<file path="config.mk">
export PLATFORM = sky130hd
export DESIGN_NAME = tdp_rem_unit
export DESIGN_NICKNAME = d
export VERILOG_FILES = /design/src/sv/tdp_pkg.sv /design/src/sv/tdp_rem_unit.sv
export SDC_FILE = /design/constraint.sdc
export NUM_CORES = 1
export LEC_CHECK = 0
export BUFFER_PORTS_ARGS = -buffer_cell sky130_fd_sc_hd__buf_2
export CAP_MARGIN = 25
export CORE_ASPECT_RATIO = 1.75
export CORE_MARGIN = 2
export CORE_UTILIZATION = 44
export DETAILED_ROUTE_END_ITERATION = 16
export GPL_ROUTABILITY_DRIVEN = 0
export PLACE_DENSITY_LB_ADDON = 0.12
export SYNTH_ARGS = -nofsm -noshare
export SYNTH_HDL_FRONTEND = slang
export SYNTH_SLANG_ARGS = --single-unit
</file>
<file path="constraint.sdc">
create_clock -name aclk -period 4 [get_ports aclk]
set_input_delay 0.4 -clock aclk [delete_from_list [all_inputs] [get_ports aclk]]
set_output_delay 0.4 -clock aclk [all_outputs]
set_load 0.1 [all_outputs]
</file>
<file path="src/sv/tdp_pkg.sv">
`default_nettype none
// ----------------------------------------------------------------------------
// tdp_pkg: shared types for the trial division prime test
// sequencer states and the status word from the remainder unit
// ----------------------------------------------------------------------------
package tdp_pkg;

    // sequencer states of the top level
    typedef enum logic [1:0] {
        S_IDLE,
        S_CHECK,
        S_DIV,
        S_DONE
    } tdp_state_t;

    // status from the remainder unit to the sequencer
    typedef struct packed {
        logic done;
        logic rem_zero;
    } tdp_rem_sts_t;

endpackage
`default_nettype wire

</file>
<file path="src/sv/tdp_rem_unit.sv">
`default_nettype none
// ----------------------------------------------------------------------------
// tdp_rem_unit: bit-serial remainder unit
// restoring division, one dividend bit per cycle; the divisor must stay
// stable from start until done
// ----------------------------------------------------------------------------
module tdp_rem_unit
    import tdp_pkg::*;
#(
    parameter int NUM_W = 16,
    parameter int DIV_W = 9
) (
    input  wire logic             aclk,
    input  wire logic             aresetn,
    input  wire logic             start,
    input  wire logic [NUM_W-1:0] dividend,
    input  wire logic [DIV_W-1:0] divisor,
    output tdp_rem_sts_t          sts
);

    localparam int CNT_W = $clog2(NUM_W + 1);

    logic             busy_reg,  busy_next;
    logic             done_reg,  done_next;
    logic [CNT_W-1:0] cnt_reg,   cnt_next;
    logic [NUM_W-1:0] shift_reg, shift_next;
    logic [DIV_W-1:0] rem_reg,   rem_next;
    logic [DIV_W:0]   trial;
    logic [DIV_W:0]   diff;

    // one restoring step: bring in the next dividend bit, subtract if it fits
    assign trial = {rem_reg, shift_reg[NUM_W-1]};
    assign diff  = trial - {1'b0, divisor};

    always_comb begin
        busy_next  = busy_reg;
        done_next  = 1'b0;
        cnt_next   = cnt_reg;
        shift_next = shift_reg;
        rem_next   = rem_reg;
        if (start) begin
            busy_next  = 1'b1;
            cnt_next   = CNT_W'(NUM_W);
            shift_next = dividend;
            rem_next   = '0;
        end else if (busy_reg) begin
            shift_next = shift_reg << 1;
            cnt_next   = cnt_reg - CNT_W'(1);
            if (trial >= {1'b0, divisor}) begin
                rem_next = diff[DIV_W-1:0];
            end else begin
                rem_next = trial[DIV_W-1:0];
            end
            if (cnt_reg == CNT_W'(1)) begin
                busy_next = 1'b0;
                done_next = 1'b1;
            end
        end
    end

    // control state
    always_ff @(posedge aclk) begin
        if (!aresetn) begin
            busy_reg <= 1'b0;
            done_reg <= 1'b0;
        end else begin
            busy_reg <= busy_next;
            done_reg <= done_next;
        end
    end

    // datapath
    always_ff @(posedge aclk) begin
        cnt_reg   <= cnt_next;
        shift_reg <= shift_next;
        rem_reg   <= rem_next;
    end

    assign sts.done     = done_reg;
    assign sts.rem_zero = (rem_reg == '0);

endmodule
`default_nettype wire

</file>
==> metrics.cfg <==
[route]
drc_errors=0
vias=1365
wl_mm=3.628
vias_per_cell=5.417
ant_nets=0
wl_per_cell_um=14.40
drtIter0Drc=17
dr.pass1.iters=4

[layout]
drive_gt1_share_pct=20.69
nNetsFinal=242
fill_cells=410
largest_reg_flops=16
syn2layout_area_growth_pct=14.88
post-route-util_pct=51.92
num_antenna_cells=0

[critical_path]
r2r_cells=9
r2r_setup_slack_ns=1.33
worstReg2RegStart=shift_reg[15]$_DFFE_PP_
crit_required_ns=4.18
startpoint_type=flop
crit_top_cell=inv_1
r2r_end=rem_reg[3]$_SDFFE_PP0P_
cp.arrival_ns=2.85
slowest_stage=a311oi_4
max_stage_delay_ns=0.61
worstSetupPathType=flop to flop
worst-path-max-fanout=12
path_cells=inv_1, ha_1, inv_1, fa_1, a211oi_2, o21ai_2, a311oi_4, mux2i_1, a211oi_1
endpoint_kind=flop

[min_path]
hp-class=input pin to flop
whs_path_depth=2
hold_start=aresetn
holdPathEnd=done_reg$_SDFF_PP0_

[timing]
fin_crit_sh_pct=66.74
report.final.slew_viol_count=0
fin_crit_ns=2.670
finalSetupViolations=0
slew_headroom_pct=49.49
finalHoldViolCount=0
rsz0062_at_grt=no
fmax_mhz=374.6
tns_ns=0
worstMarginPinSlew_ns=0.7567
fin_skew_ns=0.004608

[grt]
gr-total-overflow=0
grt_pass1_wl_mm=6.175
grt_pass1_vias=1399
grt_use_total_pct=17.48
antenna_found_initial=0
grt_max_degree=32

[logic_synthesis]
synth-simple-area-share_pct=14.41
syn_avg_cell_area_um2=10.74
yosys_warnings=0
synth_nets=213
synth_compound_area_share_pct=13.67
syn-cell-area_um2=1858
ys_ff_latch=32
ys_seq_area_share_pct=43.10
synth_top_area_cell=edfxtp_1
async_flop_share_pct=0
muxShareOfSynthArea_pct=11.25
syn_inst=173
synthTopCellsByCount=nor2_1 (18), dfxtp_1 (16), edfxtp_1 (16)
yosysMostFrequentCell=nor2_1
synth_top_family_by_area=simple AND/OR/NAND/NOR gates
synth.distinct_cells=47
yosys-top-cells-area=edfxtp_1 (26%), dfxtp_1 (17%), mux2_1 (9.1%), ha_1 (7.4%), nor2_1 (3.6%)
synth_ff_type=edfxtp_1
synth-xor-area-share_pct=4.242
synth_edf_count=16
yosys.area.top_type_share_pct=25.86
synthAdderAreaFrac_pct=8.485

[cts]
hold_buffers=0
clk_pin_slew_ns=0.07
post_cts_resized=0
clk_latency_ns=0.28
numCtsBuffers=5
cts_sinks=32
root_buffer=clkbuf_8
cts_setup_buffers=0
cts_buffer_depth=2
cts_tree=done
htree_num_levels=2

[flow_run]
cap_violations=0

[floorplan]
start_util_pct=45.19
die_w_um=53.12
core-area_um2=4111
io_pins=30
row_count=31
die_h_um=89.97
dieArea_um2=4779

[power]
power.total_uw=884.1
power.density_nw_per_um2=414.2
p_leak_uw=0.0009056
irDropWorstVdd_uv=291.9

[outcome]
status=complete, no violations

[placement]
hpwl_mm=2.847
port_buffers=29

## cells in the final DEF, fill, tap and decap left out, types with 3 or more instances in the layout
master / instances
nor2_1: 18
dfxtp_1: 16
xor2_1: 6
a211oi_1: 6
o21ai_1: 3
edfxtp_1: 16
nand2_1: 6
inv_1: 14
ha_1: 11
nand2b_1: 3
xnor2_1: 3
nor2b_1: 3
a21oi_1: 5
mux2i_1: 4
buf_2: 29
clkbuf_8: 5
nor4_1: 3
mux2_1: 15
## where the power goes
part | total [µW] | switching [µW] | internal, µW | leakage [µW]
Clock | 300 | 116 | 185 | 0.0000552
Combinational | 181 | 103 | 77.8 | 0.000557
Sequential | 403 | 23.4 | 379 | 0.000293
Total | 884 | 242 | 642 | 0.000906
## worst max path at each step
stage                                       start                      end  depth (start not counted)
after floorplan           rem_reg[3]$_SDFFE_PP0P_                   sts[0]                          3
after global placement                 divisor[0]  rem_reg[1]$_SDFFE_PP0P_                          9
after detailed placement               divisor[0]  rem_reg[3]$_SDFFE_PP0P_                          9
after CTS                 shift_reg[15]$_DFFE_PP_  rem_reg[3]$_SDFFE_PP0P_                          9
after global routing      shift_reg[15]$_DFFE_PP_  rem_reg[3]$_SDFFE_PP0P_                          9
final                     shift_reg[15]$_DFFE_PP_  rem_reg[3]$_SDFFE_PP0P_                          9
## per-layer routing
layer,vias up,part of all wire (%),global-route usage [%]
li1,684,-,-
met1,636,36,17.54
met2,35,56,31.77
met3,10,4.6,3.488
met4,0,3.2,8.974
met5,-,0,0
## worst max-delay path: cells and delay by family, from the launching register on
kind                     cells  cell delay [ns]
multiplexers                 1             0.17
adder cells (fa/ha/maj)      2             0.57
flip-flops                   1             0.39
AO/OA/AOI/OAI                4             1.31
buffers and inverters        2             0.13
## kinds of logic (layout without fill, tap and decap cells)
group / Yosys count / after routing
and+or+nand+nor: 50 / 50
DFF: 32 / 32
AOI/OAI and AO/OA: 30 / 30
buffers and inverters: 21 / 51
muxes: 19 / 19
adders and majority gates: 12 / 12
xor gates and xnor gates: 9 / 9
## cell type report
| cell class | instances | area [µm²] | share of cell area [%] |
|---|---|---|---|
| clock buffer | 6 | 72.57 | 3.400 |
| inverter | 14 | 52.55 | 2.462 |
| tap | 49 | 61.31 | 2.872 |
| sequential | 32 | 800.8 | 37.51 |
| multi-input combinational | 120 | 967.2 | 45.31 |
| timing repair buffer | 29 | 145.1 | 6.800 |
| clock inverter | 2 | 35.03 | 1.641 |
## stage by stage
| step | instances | hold slack (ns) | instance area (µm²) | setup WS (ns) |
|---|---|---|---|---|
| 2_1_floorplan | 173 | 0.4576 | 1858 | 0.1369 |
| 3_3_place_gp | 244 | 0.4819 | 2027 | 1.410 |
| 3_5_place_dp | 244 | 0.4936 | 2027 | 1.274 |
| 4_1_cts | 252 | 0.3577 | 2135 | 1.298 |
| 5_1_grt | 252 | 0.3824 | 2135 | 1.175 |
| 6_report | 252 | 0.3697 | 2135 | 1.330 |
Note: power is estimated with default switching activity, not from simulation.
